## src/hdl/waypoint_trajectory_timer_assert.svh

```systemverilog
// Assertion macros for the waypoint trajectory timer.
`ifndef WAYPOINT_TRAJECTORY_TIMER_ASSERT_SVH
`define WAYPOINT_TRAJECTORY_TIMER_ASSERT_SVH
`ifndef SYNTH
`define WTT_ASSERT(lbl, expr, msg) \
	lbl: assert property (@(posedge clk) disable iff (!arst_n) (expr)) else $error(msg);
`define WTT_ASSERT_NEXT(lbl, ante, cons, msg) \
	lbl: assert property (@(posedge clk) disable iff (!arst_n) (ante) |=> (cons)) else $error(msg);
`else
`define WTT_ASSERT(lbl, expr, msg)
`define WTT_ASSERT_NEXT(lbl, ante, cons, msg)
`endif
`endif

```

## src/hdl/wtt_pkg.sv

```systemverilog
// Shared constants and types of the waypoint trajectory timer.
package wtt_pkg;
	localparam int COORD_W = 32;
	localparam int SPEED_W = 16;
	localparam int TIME_W = 32;
	localparam int GAP_W = 32;
	localparam int ROOT_W = 33;
	localparam int RAD_W = 2 * ROOT_W;
	localparam int NUM_W = 54;
	localparam int DEN_W = SPEED_W + 1;
	localparam int CFG_IDX_W = 3;
	localparam int CFG_DATA_W = 32;
	localparam logic [20:0] TIME_SCALE = 21'd2000000;
	localparam logic [GAP_W-1:0] NEAR_THRESHOLD = 32'd26;
	localparam logic [TIME_W-1:0] TIME_MAX = '1;
	localparam logic [TIME_W-1:0] TIME_SPAN_RST = 32'd6000000;

	localparam logic [CFG_IDX_W-1:0] REG_POSE_X = 3'd0;
	localparam logic [CFG_IDX_W-1:0] REG_POSE_Y = 3'd1;
	localparam logic [CFG_IDX_W-1:0] REG_START_SPEED = 3'd2;
	localparam logic [CFG_IDX_W-1:0] REG_END_SPEED = 3'd3;
	localparam logic [CFG_IDX_W-1:0] REG_TIME_SPAN = 3'd4;

	typedef struct packed {
		logic done;
		logic [ROOT_W-1:0] root;
	} sqrt_res_t;

	typedef struct packed {
		logic done;
		logic sat;
		logic [TIME_W-1:0] quo;
	} div_res_t;
endpackage

```

## src/hdl/wtt_sqrt.sv

```systemverilog
// Bit-serial integer square root, one root bit per cycle.
module wtt_sqrt import wtt_pkg::*; (
	input  logic clk,
	input  logic arst_n,
	input  logic start,
	input  logic [RAD_W-1:0] radicand,
	output sqrt_res_t res
);
	localparam int REM_W = ROOT_W + 4;
	localparam int CNT_W = $clog2(ROOT_W + 1);

	logic [RAD_W-1:0] rad_q;
	logic [REM_W-1:0] rem_q;
	logic [ROOT_W-1:0] root_q;
	logic [CNT_W-1:0] cnt_q;
	logic busy_q;
	logic done_q;
	logic [REM_W-1:0] rem_sh;
	logic [REM_W-1:0] trial;

	always_comb begin
		rem_sh = {rem_q[REM_W-3:0], rad_q[RAD_W-1 -: 2]};
		trial = {2'b00, root_q, 2'b01};
	end

	always_ff @(posedge clk or negedge arst_n) begin
		if (!arst_n) begin
			busy_q <= 1'b0;
			done_q <= 1'b0;
			cnt_q <= '0;
		end else begin
			done_q <= 1'b0;
			if (start) begin
				busy_q <= 1'b1;
				cnt_q <= CNT_W'(ROOT_W);
			end else if (busy_q) begin
				cnt_q <= cnt_q - 1'b1;
				if (cnt_q == CNT_W'(1)) begin
					busy_q <= 1'b0;
					done_q <= 1'b1;
				end
			end
		end
	end

	always_ff @(posedge clk) begin
		if (start) begin
			rad_q <= radicand;
			rem_q <= '0;
			root_q <= '0;
		end else if (busy_q) begin
			rad_q <= {rad_q[RAD_W-3:0], 2'b00};
			if (rem_sh >= trial) begin
				rem_q <= rem_sh - trial;
				root_q <= {root_q[ROOT_W-2:0], 1'b1};
			end else begin
				rem_q <= rem_sh;
				root_q <= {root_q[ROOT_W-2:0], 1'b0};
			end
		end
	end

	assign res.done = done_q;
	assign res.root = root_q;
endmodule

```

## src/hdl/wtt_div.sv

```systemverilog
// Restoring divider for time steps, one quotient bit per cycle, saturating.
module wtt_div import wtt_pkg::*; (
	input  logic clk,
	input  logic arst_n,
	input  logic start,
	input  logic [NUM_W-1:0] num,
	input  logic [DEN_W-1:0] den,
	output div_res_t res
);
	localparam int CNT_W = $clog2(TIME_W + 1);
	localparam int HI_W = NUM_W - TIME_W;

	logic [DEN_W-1:0] rem_q;
	logic [DEN_W-1:0] den_q;
	logic [TIME_W-1:0] low_q;
	logic [TIME_W-1:0] quo_q;
	logic [CNT_W-1:0] cnt_q;
	logic busy_q;
	logic done_q;
	logic sat_q;
	logic [DEN_W:0] rem_sh;
	logic overflow;

	always_comb begin
		rem_sh = {rem_q, low_q[TIME_W-1]};
		// quotient reaches 2^32 when the upper part alone holds the divisor
		overflow = (den == '0) || (num[NUM_W-1:TIME_W] >= HI_W'(den));
	end

	always_ff @(posedge clk or negedge arst_n) begin
		if (!arst_n) begin
			busy_q <= 1'b0;
			done_q <= 1'b0;
			cnt_q <= '0;
		end else begin
			done_q <= 1'b0;
			if (start) begin
				busy_q <= !overflow;
				done_q <= overflow;
				cnt_q <= CNT_W'(TIME_W);
			end else if (busy_q) begin
				cnt_q <= cnt_q - 1'b1;
				if (cnt_q == CNT_W'(1)) begin
					busy_q <= 1'b0;
					done_q <= 1'b1;
				end
			end
		end
	end

	always_ff @(posedge clk) begin
		if (start) begin
			sat_q <= overflow;
			den_q <= den;
			rem_q <= num[TIME_W +: DEN_W];
			low_q <= num[TIME_W-1:0];
			quo_q <= '0;
		end else if (busy_q) begin
			low_q <= {low_q[TIME_W-2:0], 1'b0};
			if (rem_sh >= {1'b0, den_q}) begin
				rem_q <= DEN_W'(rem_sh - {1'b0, den_q});
				quo_q <= {quo_q[TIME_W-2:0], 1'b1};
			end else begin
				rem_q <= rem_sh[DEN_W-1:0];
				quo_q <= {quo_q[TIME_W-2:0], 1'b0};
			end
		end
	end

	assign res.done = done_q;
	assign res.sat = sat_q;
	assign res.quo = sat_q ? TIME_MAX : quo_q;
endmodule

```

## src/hdl/waypoint_trajectory_timer.sv

```systemverilog
// Waypoint trajectory timer: sequencer, shared multiplier and output register.
//
// Waypoints arrive on the s_axis channel, one word each, with tlast marking
// the last waypoint of a list. Timed points leave on m_axis: tdata carries
// x, y and time, tuser carries the pose and saturation flags, tlast marks the
// end of the trajectory. A waypoint far from the vehicle pose at the start of
// a list first yields a pose point at time 0.
// Configuration registers are written via cfg_we/cfg_index/cfg_wdata; the user
// must write them only while idle (not enforced); unknown indexes are ignored.
// A later waypoint of a list passes through the differences, the squares, the
// serial square root, the scaling multiply and two serial divisions before the
// next ready, the serial units dominating. A first waypoint far from the pose
// takes one division only; one near it skips the square root and divisions.
// Only one waypoint is in work at a time; s_axis_tready is high while the
// sequencer is idle.
// A finished point sits in the output register while the next waypoint is
// taken; if the receiver stalls, the sequencer waits before loading the next
// point. Waypoints after the horizon is reached are dropped until tlast.
// Reset clears the sequencer, configuration, trajectory state and out_valid_q.
module waypoint_trajectory_timer import wtt_pkg::*; #(
	parameter logic [GAP_W-1:0] NEAR_LIMIT = NEAR_THRESHOLD
) (
	input  logic clk,
	input  logic arst_n,
	input  logic s_axis_tvalid,
	output logic s_axis_tready,
	input  logic [79:0] s_axis_tdata,   // wp_x, wp_y, wp_speed
	input  logic s_axis_tlast,
	output logic m_axis_tvalid,
	input  logic m_axis_tready,
	output logic [95:0] m_axis_tdata,   // point_x, point_y, point_time
	output logic [1:0] m_axis_tuser,    // from_pose, time_saturated
	output logic m_axis_tlast,
	input  logic cfg_we,
	input  logic [CFG_IDX_W-1:0] cfg_index,
	input  logic [CFG_DATA_W-1:0] cfg_wdata
);
	typedef enum logic [3:0] {
		S_IDLE, S_DIFF, S_CHK, S_POSE, S_SQX, S_SQY, S_SUM, S_ROOT,
		S_MUL, S_DIV1, S_DIV1W, S_DIV2, S_DIV2W, S_UPD, S_EMIT
	} state_t;

	state_t state_q;

	logic signed [COORD_W-1:0] pose_x_q, pose_y_q;
	logic [SPEED_W-1:0] start_speed_q, end_speed_q;
	logic [TIME_W-1:0] time_span_q;

	logic awaiting_q, draining_q;
	logic signed [COORD_W-1:0] prev_x_q, prev_y_q;
	logic [SPEED_W-1:0] prev_speed_q;
	logic [TIME_W-1:0] prev_time_q, horizon_q;

	logic signed [COORD_W-1:0] in_x_q, in_y_q;
	logic [SPEED_W-1:0] in_v_q;
	logic in_last_q, first_q;
	logic [GAP_W-1:0] dx_q, dy_q;
	logic [RAD_W-1:0] prod_q, acc_q;
	logic [ROOT_W-1:0] d_q;
	logic [TIME_W-1:0] t_q, hq_q;
	logic sat_q, done_q;

	logic out_valid_q;
	logic signed [COORD_W-1:0] out_x_q, out_y_q;
	logic [TIME_W-1:0] out_time_q;
	logic out_pose_q, out_sat_q, out_last_q;

	logic signed [COORD_W-1:0] base_x, base_y;
	logic signed [COORD_W:0] diff_x, diff_y;
	logic [GAP_W-1:0] abs_x, abs_y;
	logic [ROOT_W-1:0] mul_a, mul_b;
	logic [DEN_W-1:0] plan, spd2, den1, den2;
	logic [TIME_W:0] tsum, hsum;
	logic [TIME_W-1:0] hz;
	logic slot_free, accept, load_out;
	logic sqrt_start, div_start;
	logic [NUM_W-1:0] div_num;
	logic [DEN_W-1:0] div_den;
	sqrt_res_t sqrt_res;
	div_res_t div_res;

	always_comb begin
		base_x = first_q ? pose_x_q : prev_x_q;
		base_y = first_q ? pose_y_q : prev_y_q;
		diff_x = {base_x[COORD_W-1], base_x} - {in_x_q[COORD_W-1], in_x_q};
		diff_y = {base_y[COORD_W-1], base_y} - {in_y_q[COORD_W-1], in_y_q};
		abs_x = diff_x[COORD_W] ? GAP_W'(-diff_x) : diff_x[GAP_W-1:0];
		abs_y = diff_y[COORD_W] ? GAP_W'(-diff_y) : diff_y[GAP_W-1:0];

		case (state_q)
			S_SQX: begin
				mul_a = ROOT_W'(dx_q);
				mul_b = ROOT_W'(dx_q);
			end
			S_SQY: begin
				mul_a = ROOT_W'(dy_q);
				mul_b = ROOT_W'(dy_q);
			end
			default: begin
				mul_a = d_q;
				mul_b = ROOT_W'(TIME_SCALE);
			end
		endcase

		plan = DEN_W'(start_speed_q) + DEN_W'(end_speed_q);
		spd2 = {first_q ? in_v_q : prev_speed_q, 1'b0};
		den1 = (plan < spd2) ? plan : spd2;
		den2 = DEN_W'(prev_speed_q) + DEN_W'(in_v_q);

		tsum = {1'b0, prev_time_q} + {1'b0, t_q};
		hsum = {1'b0, horizon_q} + {1'b0, hq_q};
		hz = hsum[TIME_W] ? TIME_MAX : hsum[TIME_W-1:0];

		slot_free = !out_valid_q || m_axis_tready;
		load_out = slot_free && ((state_q == S_POSE) || (state_q == S_EMIT));
		accept = s_axis_tvalid && s_axis_tready;
		sqrt_start = (state_q == S_SUM);
		div_start = (state_q == S_DIV1) || (state_q == S_DIV2);
		div_num = prod_q[NUM_W-1:0];
		div_den = (state_q == S_DIV2) ? den2 : den1;
	end

	wtt_sqrt u_sqrt (
		.clk(clk),
		.arst_n(arst_n),
		.start(sqrt_start),
		.radicand(acc_q + prod_q),
		.res(sqrt_res)
	);

	wtt_div u_div (
		.clk(clk),
		.arst_n(arst_n),
		.start(div_start),
		.num(div_num),
		.den(div_den),
		.res(div_res)
	);

	always_ff @(posedge clk or negedge arst_n) begin
		if (!arst_n) begin
			state_q <= S_IDLE;
			pose_x_q <= '0;
			pose_y_q <= '0;
			start_speed_q <= '0;
			end_speed_q <= '0;
			time_span_q <= TIME_SPAN_RST;
			awaiting_q <= 1'b1;
			draining_q <= 1'b0;
			prev_x_q <= '0;
			prev_y_q <= '0;
			prev_speed_q <= '0;
			prev_time_q <= '0;
			horizon_q <= '0;
			out_valid_q <= 1'b0;
		end else begin
			if (cfg_we) begin
				case (cfg_index)
					REG_POSE_X: pose_x_q <= cfg_wdata;
					REG_POSE_Y: pose_y_q <= cfg_wdata;
					REG_START_SPEED: start_speed_q <= cfg_wdata[SPEED_W-1:0];
					REG_END_SPEED: end_speed_q <= cfg_wdata[SPEED_W-1:0];
					REG_TIME_SPAN: time_span_q <= cfg_wdata;
					default: ;
				endcase
			end
			if (load_out) begin
				out_valid_q <= 1'b1;
			end else if (m_axis_tready) begin
				out_valid_q <= 1'b0;
			end
			case (state_q)
				S_IDLE: begin
					if (accept) begin
						if (draining_q) begin
							// drop until the end of the list, then rearm
							if (s_axis_tlast) begin
								draining_q <= 1'b0;
								awaiting_q <= 1'b1;
							end
						end else begin
							state_q <= S_DIFF;
						end
					end
				end
				S_DIFF: begin
					dx_q <= abs_x;
					dy_q <= abs_y;
					state_q <= S_CHK;
				end
				S_CHK: begin
					done_q <= 1'b0;
					if (first_q) begin
						horizon_q <= '0;
					end
					if (first_q && dx_q <= NEAR_LIMIT && dy_q <= NEAR_LIMIT) begin
						t_q <= '0;
						sat_q <= 1'b0;
						state_q <= S_EMIT;
					end else if (first_q) begin
						state_q <= S_POSE;
					end else begin
						state_q <= S_SQX;
					end
				end
				S_POSE: begin
					if (slot_free) begin
						out_x_q <= pose_x_q;
						out_y_q <= pose_y_q;
						out_time_q <= '0;
						out_pose_q <= 1'b1;
						out_sat_q <= 1'b0;
						out_last_q <= 1'b0;
						state_q <= S_SQX;
					end
				end
				S_SQX: begin
					prod_q <= mul_a * mul_b;
					state_q <= S_SQY;
				end
				S_SQY: begin
					acc_q <= prod_q;
					prod_q <= mul_a * mul_b;
					state_q <= S_SUM;
				end
				S_SUM: state_q <= S_ROOT;
				S_ROOT: begin
					if (sqrt_res.done) begin
						d_q <= sqrt_res.root;
						state_q <= S_MUL;
					end
				end
				S_MUL: begin
					prod_q <= mul_a * mul_b;
					state_q <= S_DIV1;
				end
				S_DIV1: state_q <= S_DIV1W;
				S_DIV1W: begin
					if (div_res.done) begin
						t_q <= div_res.quo;
						sat_q <= div_res.sat;
						state_q <= first_q ? S_EMIT : S_DIV2;
					end
				end
				S_DIV2: state_q <= S_DIV2W;
				S_DIV2W: begin
					if (div_res.done) begin
						hq_q <= div_res.quo;
						state_q <= S_UPD;
					end
				end
				S_UPD: begin
					if (tsum[TIME_W]) begin
						t_q <= TIME_MAX;
						sat_q <= 1'b1;
					end else begin
						t_q <= tsum[TIME_W-1:0];
					end
					horizon_q <= hz;
					done_q <= (hz >= time_span_q);
					state_q <= S_EMIT;
				end
				S_EMIT: begin
					if (slot_free) begin
						out_x_q <= in_x_q;
						out_y_q <= in_y_q;
						out_time_q <= t_q;
						out_pose_q <= 1'b0;
						out_sat_q <= sat_q;
						out_last_q <= in_last_q || done_q;
						prev_x_q <= in_x_q;
						prev_y_q <= in_y_q;
						prev_speed_q <= in_v_q;
						prev_time_q <= t_q;
						if (first_q) begin
							awaiting_q <= in_last_q;
						end else if (in_last_q) begin
							awaiting_q <= 1'b1;
						end else if (done_q) begin
							draining_q <= 1'b1;
						end
						state_q <= S_IDLE;
					end
				end
				default: state_q <= S_IDLE;
			endcase
		end
	end

	// capture the waypoint word
	always_ff @(posedge clk) begin
		if (accept) begin
			in_x_q <= s_axis_tdata[31:0];
			in_y_q <= s_axis_tdata[63:32];
			in_v_q <= s_axis_tdata[79:64];
			in_last_q <= s_axis_tlast;
			first_q <= awaiting_q;
		end
	end

	assign s_axis_tready = (state_q == S_IDLE);
	assign m_axis_tvalid = out_valid_q;
	assign m_axis_tdata = {out_time_q, out_y_q, out_x_q};
	assign m_axis_tuser = {out_sat_q, out_pose_q};
	assign m_axis_tlast = out_last_q;

`include "waypoint_trajectory_timer_assert.svh"

	`WTT_ASSERT(a_flags_excl, !(draining_q && awaiting_q), "draining while awaiting first")
	`WTT_ASSERT(a_div2_not_first, !(state_q == S_DIV2 && first_q), "horizon on first waypoint")
	`WTT_ASSERT(a_pose_point, !(out_valid_q && out_pose_q) || !(out_last_q || out_sat_q), "pose flags")
	`WTT_ASSERT_NEXT(a_drop, accept && draining_q, state_q == S_IDLE, "dropped word started work")
endmodule

```

## config.mk

```make
export PLATFORM = sky130hd
export DESIGN_NAME = waypoint_trajectory_timer
export DESIGN_NICKNAME = d
export VERILOG_FILES = /design/src/hdl/wtt_pkg.sv /design/src/hdl/wtt_sqrt.sv /design/src/hdl/wtt_div.sv /design/src/hdl/waypoint_trajectory_timer.sv
export VERILOG_INCLUDE_DIRS = /design/src /design/src/hdl
export SDC_FILE = /design/constraint.sdc
export NUM_CORES = 2
export LEC_CHECK = 0
export BUFFER_PORTS_ARGS = -buffer_cell sky130_fd_sc_hd__buf_2
export CAP_MARGIN = 20
export CELL_PAD_IN_SITES_DETAIL_PLACEMENT = 1
export CELL_PAD_IN_SITES_GLOBAL_PLACEMENT = 1
export CORE_MARGIN = 1.5
export CORE_UTILIZATION = 51
export DETAILED_ROUTE_END_ITERATION = 7
export GPL_TIMING_DRIVEN = 1
export PLACE_DENSITY = 0.83
export SYNTH_ARGS = -nofsm -noshare
export SYNTH_HDL_FRONTEND = slang
export SYNTH_SLANG_ARGS = --single-unit
```

## constraint.sdc

```tcl
create_clock -name clk -period 13.55 [get_ports clk]
set_input_delay 2.0325 -clock clk [delete_from_list [all_inputs] [get_ports clk]]
set_output_delay 2.0325 -clock clk [all_outputs]
set_load 0.02 [all_outputs]
```

==> results.ini <==
[run_status]
status = completed

[synthesis]
netlist-cell-type-count = 100
synth-edff-count = 609
asyncSetResetFlopFracSynth = 0.2938
synth-main-ff-cell = edfxtp_1
postSynthRegisterBits = 1004
synthesis.yosys.warnings = 0
postSynthCellCount = 9060
syn-cell-area_um2 = 87980
ys_seq_area_frac = 0.3147
postSynthAreaPerCell_um2 = 9.711

[min_path]
whs_endpoint = acc_q[64]$_DFFE_PP_
worst_hold_path_type = register to register
timing.hold.worst.start = prod_q[64]$_DFFE_PP_
hold-path-cell-count = 0

[setup_path]
timing.critical_path.fanout_max = 23
critPathMaxStageDelay_ps = 890
timing.critical_path.mode_cell = fa_1
critical-path-slowest-cell = a22o_1
setup.worst_path.class = register to register
crit_path_start_kind = register
cp.required_ps = 14050
rr_endpoint = prod_q[63]$_DFFE_PP_
arrival_ps = 13060
setup.worst_path.end_class = register
reg2reg_from = state_q[2]$_DFFE_PN0P_
worst-r2r-cell-count = 32
ff2ff_setup_slack_ps = 990

[timing]
timing_hold_violations_final = 0
max_freq_mhz = 79.64
finalMaxSlewViolations = 0
fin_crit_sh = 0.9267
hold_slack_ps = 477.1
timing.final.crit_period_ps = 12560
unrepaired_setup_endpoints_after_global_routing = false
tns_ps = 0
worst-slew-pin-transition_ps = 1284
finalClockSkew_ps = 66.37
max-slew-margin-rel = 0.1440
setup_violations = 0

[grt]
number_of_global_route_vias_before_repair = 76630
antenna_found_initial = 17
globalRouteOverflowTotal = 0
grt_max_degree = 136
grt_first_pass_wirelength_mm = 465.8
aggregate_global_route_resource_usage = 0.3531

[clocking]
number_of_clock_buffers_inserted_by_tritoncts = 108
post_cts.resized_instances = 0
cts_setup_buffers = 0
clk_latency_ps = 770
cts.path.max_buffers = 3
cts_num_sinks = 1004
cts.clk_slew.worst_paths_ps = 60
cts_hold_buffers = 0
clock_tree_from_tritoncts = built
clk_root_buffer_cell = clkbuf_16
clock_tree.htree_level_count = 3

[cells_and_area]
nNetsFinal = 10870
syn_to_final_growth_pct = 9.030
drive_above_1_share = 0.09570
finalCoreUtilization = 0.5592
num-fill-cells = 19140

[routing]
drcViolationCount = 0
first_pass_iters = 6
number_of_routed_nets_with_antenna_violations = 0
route.final.wire_length_mm = 308.0
dr_total_vias = 69050
drt-wirelength-per-cell_um = 26.55
initialDrtViolationCount = 5454
vias_per_cell = 5.951

[placement]
detailed_place_hpwl_mm = 232.5
buffer_ports.inserted = 221
globalplace.congestion = 1.006

[floorplanning]
coreArea_um2 = 171500
floorplan.die_area_um2 = 175000
die_x_um = 418.4
number_of_ports_placed_on_the_die_boundary = 222
starting_density = 0.5129
die_h_um = 418.4
number_of_core_rows = 152

[flow_run]
maxCapViolations = 0

[per-stage QoR]
step,std cells,area [µm²],setup WS (ps)
floorplan,9084,88070,4051
global placement,11390,91950,1944
detailed placement,11390,92000,1259
CTS,11600,95810,1247
global route,11600,95920,441.8
finish,11600,95930,993.6
[flip-flops by register name (all words and copies together), names as in the netlist, 33 cells and up]
register       count
prod_q            66
u_sqrt.root_q     33
d_q               33
acc_q             66
u_sqrt.rem_q      35
u_sqrt.rad_q      66
[worst max-delay path: cells and delay by family, from the launching register on]
family	cells	cell delay [ps]
AND/OR/NAND/NOR	9	3240
XOR/XNOR	1	120
flip-flops	1	810
adder cells (fa/ha/maj)	9	4380
AO/OA/AOI/OAI	6	2510
buffers and inverters	7	1230
[worst max-delay path by stage]
stage / endpoint / cells after the start / start
2_1_floorplan: prod_q[63]$_DFFE_PP_ / 33 / state_q[3]$_DFFE_PN0P_
3_3_place_gp: prod_q[63]$_DFFE_PP_ / 32 / state_q[2]$_DFFE_PN0P_
3_5_place_dp: prod_q[63]$_DFFE_PP_ / 32 / state_q[2]$_DFFE_PN0P_
4_1_cts: prod_q[63]$_DFFE_PP_ / 32 / state_q[2]$_DFFE_PN0P_
5_1_grt: prod_q[63]$_DFFE_PP_ / 32 / state_q[2]$_DFFE_PN0P_
6_report: prod_q[63]$_DFFE_PP_ / 32 / state_q[2]$_DFFE_PN0P_
[layout make-up]
class,count,area (µm²),share of cell area
multi-input cells,6322,53990,0.5628
flip-flops and latches,1004,27690,0.2887
inverters,1398,5251,0.05474
clock buffers,142,2995,0.03122
well taps,2310,2890,0.03013
repair buffers,361,2287,0.02384
clock inverters,62,818.3,0.008530
diodes,4,10.01,0.0001043
[cells in the final DEF (no fill, tap or decap), drive strengths merged, types with 100 or more instances in the layout]
| cell | instances |
|---|---|
| inv | 1389 |
| nand2 | 1157 |
| fa | 935 |
| nor2 | 751 |
| ha | 617 |
| edfxtp | 609 |
| o21ai | 488 |
| a21oi | 403 |
| buf | 361 |
| dfrtp | 284 |
| xnor2 | 230 |
| mux2 | 217 |
| a21o | 206 |
| clkbuf | 142 |
| xor2 | 128 |
| dfxtp | 100 |
[synth_stat cells (all sizes together), types with 10 or more instances]
cell | n | area (µm²)
or3 | 23 | 143.9
nor2 | 751 | 2819
o31ai | 26 | 200.2
a2111oi | 13 | 121.4
a21oi | 403 | 2017
nand4 | 58 | 362.9
clkinv | 12 | 45.04
a22oi | 17 | 127.6
nand3 | 94 | 470.5
clkbuf | 317 | 1190
inv | 1386 | 5202
and2 | 39 | 244.0
o211a | 10 | 100.1
nor4 | 30 | 187.7
a211o | 21 | 183.9
and3 | 61 | 381.6
o211ai | 28 | 220.2
dfstp | 11 | 289.0
nor3 | 69 | 345.3
xor2 | 128 | 1121
a31o | 16 | 140.1
o31a | 15 | 131.4
nand2 | 1157 | 4345
o21a | 50 | 375.4
fa | 935 | 18720
o21ai | 488 | 2442
mux2 | 217 | 2444
o22ai | 10 | 62.56
mux2i | 99 | 991.0
a21boi | 14 | 105.1
nand2b | 79 | 494.2
ha | 617 | 7720
or2 | 45 | 281.5
edfxtp | 609 | 18290
buf | 43 | 188.9
xnor2 | 230 | 2014
a211oi | 57 | 432.9
o21bai | 38 | 285.3
a31oi | 38 | 237.7
a21o | 206 | 1546
dfxtp | 100 | 2002
nor2b | 47 | 309.0
dfrtp | 284 | 7107
a22o | 47 | 411.6
[logic make-up (layout without fill, tap and decap cells)]
family	after synthesis	after routing	synth area share
muxes	316	316	0.03904
and+or+nand+nor	2505	2505	0.1231
DFF	1004	1004	0.3147
AOI/OAI and AO/OA	1564	1564	0.1114
xor gates and xnor gates	359	359	0.03591
buffers and inverters	1758	1963	0.07531
adders and majority gates	1552	1552	0.3005
other	2	30	0.00008536
[layer usage]
metal	vias up	global-route usage	part of all wire	wire [µm]
met2	2677	0.5928	0.48	148300
met3	988	0.06630	0.073	22400
met5	-	0	0.00054	167
met4	22	0.2180	0.073	22550
li1	30020	-	-	-
met1	35340	0.4190	0.37	114600
Power is left out: the tool's default activity adds up to more than one toggle a clock period on the data nets, which glitch-free logic cannot reach.
